--- src/rtl/core/plie_pkg.sv ---
// Shared types, codes and helpers for the positional list insert/erase unit.
`default_nettype none
package plie_pkg;

    // Wide enough for a position or a count at the largest supported capacity.
    localparam int POS_W = 11;
    localparam int DATA_W = 32;
    localparam int TREE_RADIX = 16;

    typedef enum logic [1:0] {
        MODE_INSERT = 2'd0,
        MODE_ERASE  = 2'd1,
        MODE_READ   = 2'd2,
        MODE_NOP    = 2'd3
    } t_mode;

    typedef enum logic [1:0] {
        ST_OK    = 2'd0,
        ST_PAST  = 2'd1,
        ST_EMPTY = 2'd2,
        ST_FULL  = 2'd3
    } t_status;

    typedef enum logic [1:0] {
        CELL_HOLD,
        CELL_INSERT,
        CELL_ERASE,
        CELL_READ
    } t_cell_op;

    typedef struct packed {
        t_mode              mode;
        logic signed [31:0] new_value;
        logic [7:0]         position;
    } t_in_item;

    typedef struct packed {
        logic signed [31:0] read_value;
        logic [6:0]         entry_count;
        t_status            status;
    } t_out_item;

    // Broadcast to every cell of the row.
    typedef struct packed {
        t_cell_op            op;
        logic [POS_W-1:0]    pos;
        logic [DATA_W-1:0]   value;
    } t_cell_ctl;

    // Register levels of the read-back OR tree for n leaves.
    function automatic int tree_levels(input int n);
        int lv;
        int span;
        lv = 1;
        span = TREE_RADIX;
        while (span < n) begin
            span = span * TREE_RADIX;
            lv = lv + 1;
        end
        return lv;
    endfunction

endpackage
`default_nettype wire

--- src/rtl/core/plie_cell.sv ---
// One list entry cell: holds a value, shifts from either neighbor.
`default_nettype none
module plie_cell
    import plie_pkg::*;
(
    input  wire logic                i_clk,
    input  wire logic [POS_W-1:0]    i_index,
    input  wire t_cell_ctl           i_ctl,
    input  wire logic [DATA_W-1:0]   i_left,
    input  wire logic [DATA_W-1:0]   i_right,
    output logic [DATA_W-1:0]        o_entry,
    output logic [DATA_W-1:0]        o_rd_val
);

    logic [DATA_W-1:0] r_entry;
    logic [DATA_W-1:0] n_entry;

    always_comb begin
        n_entry = r_entry;
        case (i_ctl.op)
            CELL_INSERT: begin
                if (i_index > i_ctl.pos) begin
                    n_entry = i_left;
                end else if (i_index == i_ctl.pos) begin
                    n_entry = i_ctl.value;
                end
            end
            CELL_ERASE: begin
                if (i_index >= i_ctl.pos) begin
                    n_entry = i_right;
                end
            end
            default: n_entry = r_entry;
        endcase
    end

    always_ff @(posedge i_clk) begin
        r_entry <= n_entry;
    end

    assign o_entry  = r_entry;
    assign o_rd_val = (i_ctl.op == CELL_READ && i_ctl.pos == i_index) ? r_entry : '0;

endmodule
`default_nettype wire

--- config.mk ---
export PLATFORM = sky130hd
export DESIGN_NAME = plie_cell
export DESIGN_NICKNAME = d
export VERILOG_FILES = /design/src/rtl/core/plie_pkg.sv /design/src/rtl/core/plie_cell.sv
export SDC_FILE = /design/constraint.sdc
export NUM_CORES = 1
export LEC_CHECK = 0
export ABC_AREA = 1
export BUFFER_PORTS_ARGS = -buffer_cell sky130_fd_sc_hd__clkbuf_2
export CAP_MARGIN = 15
export CORE_MARGIN = 2
export CORE_UTILIZATION = 30
export CTS_CLUSTER_SIZE = 24
export DETAILED_ROUTE_END_ITERATION = 10
export SYNTH_ARGS = -nofsm -noshare
export SYNTH_HDL_FRONTEND = slang
export SYNTH_SLANG_ARGS = --single-unit
export TNS_END_PERCENT = 5
--- constraint.sdc ---
create_clock -name i_clk -period 4.37 [get_ports i_clk]
set_clock_uncertainty 0.05 [all_clocks]
set_input_delay 0.6555 -clock i_clk [delete_from_list [all_inputs] [get_ports i_clk]]
set_output_delay 0.6555 -clock i_clk [all_outputs]
set_load 0.05 [all_outputs]
==> out/qor.csv, run 1 <==
stage;metric;value;unit
run_status;outcome;finished clean;
floorplan;DIE AREA;0.009610;sq mm
cells_and_area;flip-flop count of the largest register after layout;32;
synth;share of synthesized area spent on multiplexers;0;%
pwr;Pleak;2.454;nW
synth;top-count cell post-synth;inv_1;
synth;Syn. warnings;0;
synth;Synth cell types;19;
synth;Post-synth EDFFs;32;
floorplan;I/O pin count;185;
synth;Syn Nets;542;
clock_tree;Root Driver;clkbuf_8;
grt;largest net degree at the start of global routing;35;
worst_hold_path;hold endpoint;o_entry[17];
routing;Post-route DRC;0;
setup_path;Worst Path Buf+Inv;5;
synth;largest family of logic cells by synthesized area;simple AND/OR/NAND/NOR gates;
synth;Syn Area/Cell;6.517;sq um
pwr;Worst IR Drop VDD;0.1195;mV
sta;RSZ-0062 raised after global routing;no;
placed_design;DP Area;0.003640;sq mm
synth;adder-cell area share of the yosys netlist;6.604;%
sta;max-slew violation count;0;
placed_design;Place WS;1380;ps
sta;slew margin rel.;30.51;%
clock_tree;CTS-repair resized insts;0;
setup_path;Top delay family on crit path;buffers and inverters;
floorplan;Core ar.;0.008636;sq mm
synth;register area share after synthesis;36.23;%
synth;post-synth top area share;36.23;%
routing;drt pass-1 iters;5;
clock_tree;clk buf depth;2;
routing;routed vias;2919;
synth;Mapped Area;0.002653;sq mm
routing;antenna-violating nets left;0;
setup_path;Worst EP required;3660;ps
sta;Tcrit/Tclk final;64.42;%
placed_design;routability cong.;0.7640;
clock_tree;TritonCTS Sinks;32;
setup_path;kind of critical path;in2out;
synth;post-synthesis simple-gate area fraction;35.57;%
grt;GRT Util Overall;15.32;%
setup_path;CP startpoint kind;input pin;
sta;final worst slack;1555;ps
cells_and_area;share of cells above drive strength 1;34.76;%
grt;global-route wire length before repair;12200;microns
floorplan;die width;98.03;microns
sta;WHS;600.3;ps
setup_path;CP most frequent cell;clkbuf_2;
grt;vias in the first global route;2798;
synth;Top FF cell, synth;edfxtp_1;
sta;# setup viols final;0;
setup_path;CP max stage delay;290;ps
cells_and_area;ANT cells;0;
routing;WL final;7293;microns
placed_design;DP Wirelength;5763;microns
cells_and_area;Area Growth Syn to Fin;41.27;%
floorplan;Rows;34;
setup_path;worst-path maximum fanout;32;
sta;Final Hold Vio Count;0;
clock_tree;Clock transition at path regs;60;ps
routing;Vias/cell;4.218;
placed_design;PortBufs;184;
synth;asr flop ratio synth;0;%
routing;DR WL/cell;10.54;microns
worst_hold_path;hold path start;i_right[17];
floorplan;die height;98.03;microns
setup_path;critical path arrival;2110;ps
clock_tree;CTS Buf Count;5;
flow_run;Max-Cap Viols;0;
floorplan;Starting Density;30.72;%
sta;f_max;0.3552;GHz
sta;setup TNS;0;ps
synth;cell accounting for the most synthesized area;edfxtp_1;
cells_and_area;Final #Nets;718;
grt;gr ovfl total;0;
synth;Synth Area in Compound Gates;0.7547;%
synth;Post-Synth XOR/XNOR Area;0;%
synth;#FFs+latches synth;32;
routing;Initial DRC Count;124;
setup_path;CP startpoint;i_ctl[42];
grt;initial antenna violation count;0;
synth;top post-synthesis cells by area;edfxtp_1, inv_1, nand2_1, nand3_1, ha_1;
setup_path;Worst path slowest cell;clkbuf_2;
setup_path;kind of end point of the critical path;output pin;
clock_tree;# hold bufs at CTS;0;
worst_hold_path;Hold Path Cell Cnt;3;
pwr;Pwr Density;317.7;mW/mm^2
sta;worst slew pin tran;1041;ps
synth;most frequent cells after synthesis;inv_1, nand2_1, nand3_1, nor2_1, edfxtp_1;
cells_and_area;post-route cell area;0.003747;sq mm
clock_tree;CTS tree;yes;
sta;Final Critical Period;2815;ps
synth;Post-Synthesis Cells;407;
clock_tree;H-tree Lvls;2;
worst_hold_path;Min-Delay Path Class;in2reg;
clock_tree;Post-CTS Setup Inserts;0;
setup_path;CP cell instances;clkbuf_2 -> inv_1 -> ha_1 -> nand2_1 -> inv_2 -> nand2_2 -> nor2_4 -> nand3_1 -> buf_4 -> nor2_1 -> clkbuf_2;
[cells by family after synthesis]
logic type                 after synthesis
DFF                                     32
adders and majority gates               14
buffers and inverters                  138
AOI/OAI and AO/OA                        4
and+or+nand+nor                        219
[where the power goes]
group          leakage (nW)  switching (mW)  internal, mW
registers             0.306          0.0314         0.412
clock network        0.0552           0.103         0.169
logic                  2.09           0.344         0.131
total                  2.45           0.478         0.712
[routing by layer]
layer,share of wire [%],GRT usage (%),vias to the layer above
met5,0,0,-
met4,1.8,4.487,0
met3,7.0,3.364,10
met2,51,29.08,115
met1,40,16.97,1243
li1,-,-,1551
[area by class of cell]
| class | count | area (sq um) |
|---|---|---|
| Inverter | 119 | 446.7 |
| Clock inverter | 2 | 35.03 |
| Clock buffer | 6 | 72.57 |
| Timing Repair Buffer | 188 | 950.9 |
| Multi-Input combinational cell | 237 | 1146 |
| Fill cell | 922 | 4888 |
| Sequential cell | 32 | 960.9 |
| Tap cell | 108 | 135.1 |
[layout by cell type (no fill, tap or decap)]
| cell type | Yosys | final |
|---|---|---|
| clkinv_2 | 0 | 1 |
| buf_4 | 2 | 4 |
| nor2_4 | 1 | 2 |
| clkbuf_2 | 0 | 184 |
| inv_1 | 118 | 118 |
| nand2_1 | 112 | 112 |
| ha_1 | 14 | 14 |
| nand3b_1 | 1 | 1 |
| nor2_1 | 35 | 34 |
| bufinv_16 | 0 | 1 |
| nand2_4 | 1 | 1 |
| clkbuf_8 | 0 | 5 |
| nand3_4 | 1 | 1 |
| nand2_2 | 3 | 3 |
| nand3_1 | 65 | 65 |
| a21oi_1 | 3 | 3 |
| inv_2 | 1 | 1 |
| o21ai_0 | 1 | 1 |
| clkbuf_1 | 7 | 1 |
| edfxtp_1 | 32 | 32 |
[metrics by stage]
stage | power [mW] | utilization (%) | instances
floorplan | 0.7969 | - | 407
global placement | 0.9271 | 42.15 | 684
detailed placement | 0.9330 | 42.15 | 684
CTS | 1.211 | 43.39 | 692
global route | 1.268 | 43.39 | 692
finish | 1.190 | 43.39 | 692
[worst max-delay path by stage]
| stage | endpoint | depth (start not counted) |
|---|---|---|
| 2_1_floorplan | o_entry[0] | 11 |
| 3_3_place_gp | o_entry[29] | 12 |
| 3_5_place_dp | o_entry[23] | 12 |
| 4_1_cts | o_rd_val[26] | 11 |
| 5_1_grt | o_rd_val[26] | 11 |
| 6_report | o_rd_val[26] | 11 |
(Power assumes the default switching activity.)
==> run 2, diff against run 1 <==
--- a/config.mk
+++ b/config.mk
@@ -5,7 +5,7 @@
 export SDC_FILE = /design/constraint.sdc
 export NUM_CORES = 1
 export LEC_CHECK = 0
-export ABC_AREA = 1
+export ABC_AREA = 0
 export BUFFER_PORTS_ARGS = -buffer_cell sky130_fd_sc_hd__clkbuf_2
 export CAP_MARGIN = 15
 export CORE_MARGIN = 2
==> constraint.sdc (replaced) <==
create_clock -name i_clk -period 2.42 [get_ports i_clk]
set_clock_uncertainty 0.05 [all_clocks]
set_input_delay 0.363 -clock i_clk [delete_from_list [all_inputs] [get_ports i_clk]]
set_output_delay 0.363 -clock i_clk [all_outputs]
set_load 0.05 [all_outputs]
==> run 2 against run 1 <==
Against the previous run:
- total power up 78%
- wire length up 40%
- combinational power up 92%
- synthesized area up 3.6%
- via count up 7.8%
- critical path depth down 1
- utilization up 4.8 points
- global-route usage up 4.2 points
==> out/qor.csv, run 2 <==
stage;metric;value;unit;change
floorplan;I/O pin count;185;;unchanged
routing;Initial DRC Count;130;;was 124
synth;Syn Area/Cell;9.574;sq um;was 6.517 sq um
clock_tree;Clock transition at path regs;70;ps;was 60 ps
synth;Syn. warnings;0;;unchanged
worst_hold_path;Min-Delay Path Class;in2reg;;unchanged
pwr;NetSw;879.4;uW;was 478.4 uW
pwr;Logic pwr share;43.3;%;was 39.9%
sta;# setup viols final;0;;unchanged
cells_and_area;most frequent cells in the layout;clkbuf_2, a311o_1, edfxtp_1;;was clkbuf_2, inv_1, nand2_1
synth;Top FF cell, synth;edfxtp_1;;unchanged
synth;cell accounting for the most synthesized area;edfxtp_1;;unchanged
grt;vias in the first global route;3080;;was 2798
synth;post-synth top area share;34.97;%;was 36.23%
floorplan;Rows;34;;unchanged
clock_tree;Root Driver;clkbuf_8;;unchanged
setup_path;Worst path slowest cell;ha_1;;was clkbuf_2
setup_path;Worst Path Buf+Inv;5;;unchanged
cells_and_area;Final #Nets;605;;was 718
routing;WL final;10180;microns;was 7293 microns
grt;gr ovfl total;0;;unchanged
synth;most frequent cells after synthesis;a311o_1, and3_1, edfxtp_1;;was inv_1, nand2_1, nand3_1, nor2_1, edfxtp_1
clock_tree;# hold bufs at CTS;0;;unchanged
sta;WHS;339.3;ps;was 600.3 ps
placed_design;Placed Instances;570;;was 684
run_status;outcome;finished clean;;unchanged
sta;max-slew violation count;0;;unchanged
grt;GRT Util Overall;19.48;%;was 15.32%
clock_tree;CTS tree;yes;;unchanged
setup_path;Worst EP required;2010;ps;was 3660 ps
sta;final worst slack;76.13;ps;was 1555 ps
setup_path;worst-path maximum fanout;11;;was 32
grt;largest net degree at the start of global routing;33;;was 35
cells_and_area;post-route cell area;0.004245;sq mm;was 0.003747 sq mm
pwr;Sw Share;41.62;%;was 40.19%
sta;f_max;0.4266;GHz;
synth;Synth cell types;29;;was 19
setup_path;critical path arrival;1930;ps;was 2110 ps
pwr;Pwr Density;497.8;mW/mm^2;was 317.7 mW/mm^2
placed_design;DP Area;0.003923;sq mm;was 0.003640 sq mm
setup_path;CP startpoint kind;input pin;;unchanged
sta;slew margin rel.;64.16;%;was 30.51%
synth;Post-Synthesis Cells;287;;was 407
pwr;Pleak;2.052;nW;was 2.454 nW
routing;Post-route DRC;0;;unchanged
pwr;Worst IR Drop VDD;0.1914;mV;was 0.1195 mV
cells_and_area;commonest non-fill, non-tap cell in the layout;clkbuf_2;;unchanged
synth;Mapped Area;0.002748;sq mm;was 0.002653 sq mm
setup_path;Top delay family on crit path;simple AND/OR/NAND/NOR gates;;was buffers and inverters
cells_and_area;flip-flop count of the largest register after layout;32;;unchanged
sta;worst slew pin tran;537.6;ps;was 1041 ps
setup_path;CP cell instances;clkbuf_2 -> inv_1 -> ha_1 -> nand4_1 -> nor2_1 -> buf_4 -> and4_4 -> buf_6 -> and3_1 -> buf_8;;was clkbuf_2 -> inv_1 -> ha_1 -> nand2_1 -> inv_2 -> nand2_2 -> nor2_4 -> nand3_1 -> buf_4 -> nor2_1 -> clkbuf_2
synth;register area share after synthesis;34.97;%;was 36.23%
grt;initial antenna violation count;1;;was 0
clock_tree;clk buf depth;2;;unchanged
clock_tree;CTS Buf Count;5;;unchanged
pwr;Power Internal;1.234;mW;was 712.1 uW
placed_design;DP Wirelength;7576;microns;was 5763 microns
grt;global-route wire length before repair;15500;microns;was 12200 microns
placed_design;Place WS;-123.7;ps;was 1380 ps
setup_path;kind of critical path;in2out;;unchanged
flow_run;Max-Cap Viols;0;;unchanged
cells_and_area;share of cells above drive strength 1;48.51;%;was 34.76%
sta;Final Hold Vio Count;0;;unchanged
setup_path;CP max stage delay;290;ps;about the same
floorplan;Starting Density;31.20;%;was 30.72%
synth;Syn Nets;422;;was 542
routing;drt pass-1 iters;4;;was 5
sta;Final Critical Period;2344;ps;
sta;Tcrit/Tclk final;96.85;%;
clock_tree;H-tree Lvls;2;;unchanged
clock_tree;TritonCTS Sinks;32;;unchanged
routing;antenna-violating nets left;0;;unchanged
sta;setup TNS;0;ps;unchanged
placed_design;PortBufs;184;;unchanged
routing;Vias/cell;5.434;;was 4.218
placed_design;routability cong.;0.7648;;was 0.7640
pwr;Clock power frac;18.8;%;was 22.9%
floorplan;Core ar.;0.008806;sq mm;was 0.008636 sq mm
routing;DR WL/cell;17.58;microns;was 10.54 microns
floorplan;die height;99.70;microns;was 98.03 microns
cells_and_area;Non-Filler Instances;579;;was 692
synth;Post-synth EDFFs;32;;unchanged
synth;top post-synthesis cells by area;edfxtp_1, a311o_1, and3_1, ha_1, a22o_1;;was edfxtp_1, inv_1, nand2_1, nand3_1, ha_1
routing;routed vias;3146;;was 2919
setup_path;kind of end point of the critical path;output pin;;unchanged
pwr;Seq pwr share;38.0;%;was 37.2%
cells_and_area;Area Growth Syn to Fin;54.51;%;was 41.27%
synth;#FFs+latches synth;32;;unchanged
floorplan;die width;99.70;microns;was 98.03 microns
synth;asr flop ratio synth;0;%;unchanged
floorplan;DIE AREA;0.009940;sq mm;was 0.009610 sq mm
==> run 2: cell count changes after synthesis, sizes merged, moves of 7 or more <==
cell / change
nand2: -100
clkbuf: +8
nor2: -34
o21ai: +17
a22o: +17
nor2b: +17
inv: -106
a311o: +32
and3: +32
nand2b: +15
nand3: -66
buf: +7
nor4: +15
nor4b: +17
==> run 2: final timing paths <==
| kind | depth (start not counted) | startpoint | slack, ps | to |
|---|---|---|---|---|
| worst min-delay path | 2 | i_left[10] | 340 | o_entry[10] |
| worst max-delay path | 10 | i_ctl[40] | 80 | o_rd_val[18] |
==> run 2: cells by family (layout without fill, tap and decap cells) <==
kind of cell	Yosys count	in the layout	synth area share (%)
adders and majority gates	14	14	6.375
and+or+nand+nor	120	120	27.41
other	0	1	0
DFF	32	32	34.97
AOI/OAI and AO/OA	74	74	22.68
buffers and inverters	47	230	8.561
==> run 2: timing repair <==
action	in CTS	in global routing
gates resized for setup	45	36
pin swaps	0	2
endpoints found under the setup margin	31	32
buffers inserted	0	1
==> run 2: through the flow <==
stage / utilization (%) / power (mW)
finish: 48.21 / 2.113
global route: 48.18 / 2.209
CTS: 47.39 / 2.128
detailed placement: 44.54 / 1.728
global placement: 44.54 / 1.714
floorplan: - / 1.433
==> run 2: cell type report <==
class                      count  area [sq um]
fill                         866          4561
multi-input combinational    208          1603
tap                          108         135.1
clock inverter                 1         5.005
sequential                    32         960.9
inverter                      13         48.80
clock buffer                   6         72.57
antenna                        1         2.502
timing repair buffer         210          1418
==> run 2: power by group through the flow <==
stage | sequential [mW] | combinational [mW] | clock (mW)
5_1_grt | 0.814 | 0.972 | 0.423
3_5_place_dp | 0.814 | 0.914 | 0
6_report | 0.802 | 0.914 | 0.397
2_1_floorplan | 1.14 | 0.289 | 0
4_1_cts | 0.802 | 0.916 | 0.409
3_3_place_gp | 0.809 | 0.905 | 0
==> run 2: metal layers <==
| metal | vias to the layer above | GRT usage, % | share of wire [%] |
|---|---|---|---|
| met5 | - | 0 | 0 |
| met2 | 155 | 34.82 | 50 |
| li1 | 1495 | - | - |
| met3 | 11 | 5.271 | 8.1 |
| met4 | 0 | 4.742 | 1.2 |
| met1 | 1485 | 23.17 | 41 |
==> run 3, diff against run 2 <==
==> constraint.sdc (replaced) <==
create_clock -name i_clk -period 3 [get_ports i_clk]
set_clock_uncertainty 0.05 [all_clocks]
set_input_delay 0.45 -clock i_clk [delete_from_list [all_inputs] [get_ports i_clk]]
set_output_delay 0.45 -clock i_clk [all_outputs]
set_load 0.05 [all_outputs]
==> run 3 against run 2 <==
Against the previous run:
- utilization is 4.5 points lower
- via count is 3.0% lower
- die area stayed put
- worst hold slack better by 92 ps
- clock power is 22% lower
- worst setup slack better by 110 ps
==> out/qor.csv, run 3 (synthesis results as in run 2) <==
stage;metric;value;unit;change
run_status;outcome;finished clean;;unchanged
grt;GRT Util Overall;18.22;%;was 19.48%
cells_and_area;Area Growth Syn to Fin;40.21;%;was 54.51%
cells_and_area;register area;960.9;sq um;unchanged
pwr;Pleak;1.915;nW;was 2.052 nW
cells_and_area;Core Util, Final;43.75;%;was 48.21%
cells_and_area;most frequent cells in the layout;clkbuf_2, a311o_1, and3_1, edfxtp_1;;was clkbuf_2, a311o_1, edfxtp_1
cells_and_area;post-route cell area;0.003852;sq mm;was 0.004245 sq mm
cells_and_area;ANT cells;0;;was 1
pwr;Seq pwr share;38.5;%;was 38.0%
routing;drt pass-1 iters;4;;unchanged
clock_tree;CTS Buf Count;5;;unchanged
pwr;NetSw;686.3;uW;was 879.4 uW
sta;f_max;0.3552;GHz;
setup_path;CP startpoint kind;input pin;;unchanged
setup_path;critical path arrival;2320;ps;was 1930 ps
grt;gr ovfl total;0;;unchanged
grt;initial antenna violation count;0;;was 1
floorplan;DIE AREA;0.009940;sq mm;unchanged
floorplan;Rows;34;;unchanged
placed_design;PortBufs;184;;unchanged
pwr;Power Internal;977.1;uW;was 1.234 mW
sta;slew margin rel.;40.79;%;was 64.16%
sta;RSZ-0062 raised after global routing;no;;
routing;routed vias;3051;;was 3146
setup_path;Worst EP required;2500;ps;was 2010 ps
pwr;Clock power frac;18.6;%;was 18.8%
worst_hold_path;Hold Path Cell Cnt;2;;unchanged
setup_path;kind of critical path;in2out;;unchanged
routing;antenna-violating nets left;0;;unchanged
clock_tree;Clock transition at path regs;70;ps;about the same
worst_hold_path;Min-Delay Path Class;in2reg;;unchanged
cells_and_area;area taken by multi-input logic gates;0.001582;sq mm;was 0.001603 sq mm
pwr;Sw Share;41.26;%;was 41.62%
sta;Final Hold Vio Count;0;;unchanged
sta;final worst slack;184.5;ps;was 76.13 ps
grt;global-route wire length before repair;14440;microns;was 15500 microns
pwr;Worst IR Drop VDD;0.1525;mV;was 0.1914 mV
sta;# setup viols final;0;;unchanged
cells_and_area;share of cells above drive strength 1;46.39;%;was 48.51%
clock_tree;TritonCTS Sinks;32;;unchanged
routing;Post-route DRC;0;;unchanged
placed_design;DP Wirelength;7014;microns;was 7576 microns
cells_and_area;commonest non-fill, non-tap cell in the layout;clkbuf_2;;unchanged
placed_design;routability cong.;0.7791;;was 0.7648
floorplan;die height;99.70;microns;unchanged
floorplan;I/O pin count;185;;unchanged
sta;Tcrit/Tclk final;93.85;%;
grt;vias in the first global route;2851;;was 3080
routing;WL final;9499;microns;was 10180 microns
floorplan;Core ar.;0.008806;sq mm;unchanged
sta;worst slew pin tran;888.1;ps;was 537.6 ps
cells_and_area;flip-flop count of the largest register after layout;32;;unchanged
cells_and_area;Final #Nets;592;;was 605
grt;largest net degree at the start of global routing;33;;unchanged
routing;Initial DRC Count;135;;was 130
pwr;Pwr Density;431.8;mW/mm^2;was 497.8 mW/mm^2
flow_run;Max-Cap Viols;0;;unchanged
sta;Final Critical Period;2816;ps;
clock_tree;Root Driver;clkbuf_8;;unchanged
clock_tree;H-tree Lvls;2;;unchanged
clock_tree;CTS tree;yes;;unchanged
cells_and_area;fill cell count;901;;was 866
placed_design;Place WS;106.6;ps;was -123.7 ps
routing;Vias/cell;5.400;;was 5.434
pwr;Logic pwr share;42.8;%;was 43.3%
floorplan;Starting Density;31.20;%;unchanged
placed_design;DP Area;0.003772;sq mm;was 0.003923 sq mm
sta;setup TNS;0;ps;unchanged
clock_tree;clk buf depth;2;;unchanged
setup_path;kind of end point of the critical path;output pin;;unchanged
sta;WHS;431.3;ps;was 339.3 ps
floorplan;die width;99.70;microns;unchanged
routing;DR WL/cell;16.81;microns;was 17.58 microns
setup_path;worst-path maximum fanout;17;;was 11
sta;max-slew violation count;0;;unchanged
==> run 3: cell count changes in the layout (fill, tap and decap cells not counted), moves of 3 or more <==
| cell | change |
|---|---|
| clkbuf_2 | +30 |
| buf_4 | -16 |
| buf_8 | -12 |
| clkbuf_8 | -6 |
| buf_6 | -5 |
| and3_1 | +4 |
| buf_12 | -4 |
| and3_4 | -3 |
==> run 3: area by class of cell <==
| class | instances | area share (%) |
|---|---|---|
| Multi-Input combinational cell | 208 | 41.05 |
| Timing Repair Buffer | 197 | 27.22 |
| Sequential cell | 32 | 24.94 |
| Tap cell | 108 | 3.508 |
| Clock buffer | 6 | 1.884 |
| Inverter | 13 | 1.267 |
| Clock inverter | 1 | 0.1299 |
==> run 3: power groups by stage <==
stage / Combinational [mW] / Sequential [mW] / Clock, mW
CTS: 0.715 / 0.642 / 0.325
global route: 0.756 / 0.651 / 0.347
floorplan: 0.231 / 0.924 / 0
global placement: 0.707 / 0.651 / 0
detailed placement: 0.714 / 0.652 / 0
finish: 0.712 / 0.641 / 0.310
==> run 3: repair_timing <==
action,4_1_cts,5_1_grt
endpoints found under the hold margin,0,0
hold buffers,0,0
buffers inserted,0,0
endpoints found under the setup margin,0,1
gates resized for setup,0,1
==> run 3: metal layers <==
| metal | track usage [%] | routed length [microns] | vias up |
|---|---|---|---|
| li1 | - | - | 1465 |
| met1 | 23.33 | 4093 | 1434 |
| met2 | 31.19 | 4611 | 148 |
| met3 | 4.427 | 741 | 4 |
| met4 | 4.004 | 53 | 0 |
| met5 | 0 | 0 | - |
==> run 3: path summary, 6_finish.rpt <==
| path | endpoint | start |
|---|---|---|
| min | o_entry[3] | i_left[3] |
| max | o_rd_val[5] | i_ctl[40] |
==> run 3: per-stage QoR <==
stage,cells,power [mW]
6_report,565,1.663
5_1_grt,565,1.755
4_1_cts,565,1.683
3_5_place_dp,558,1.366
3_3_place_gp,558,1.358
2_1_floorplan,287,1.154
==> run 3: worst max-delay path, stage by stage <==
cell and delay, ps:
clkbuf_2 80, inv_1 30, ha_1 300, nand4_1 180, nor2_2 250, and4_2 320
buf_4 240, and3_1 180, clkbuf_2 280
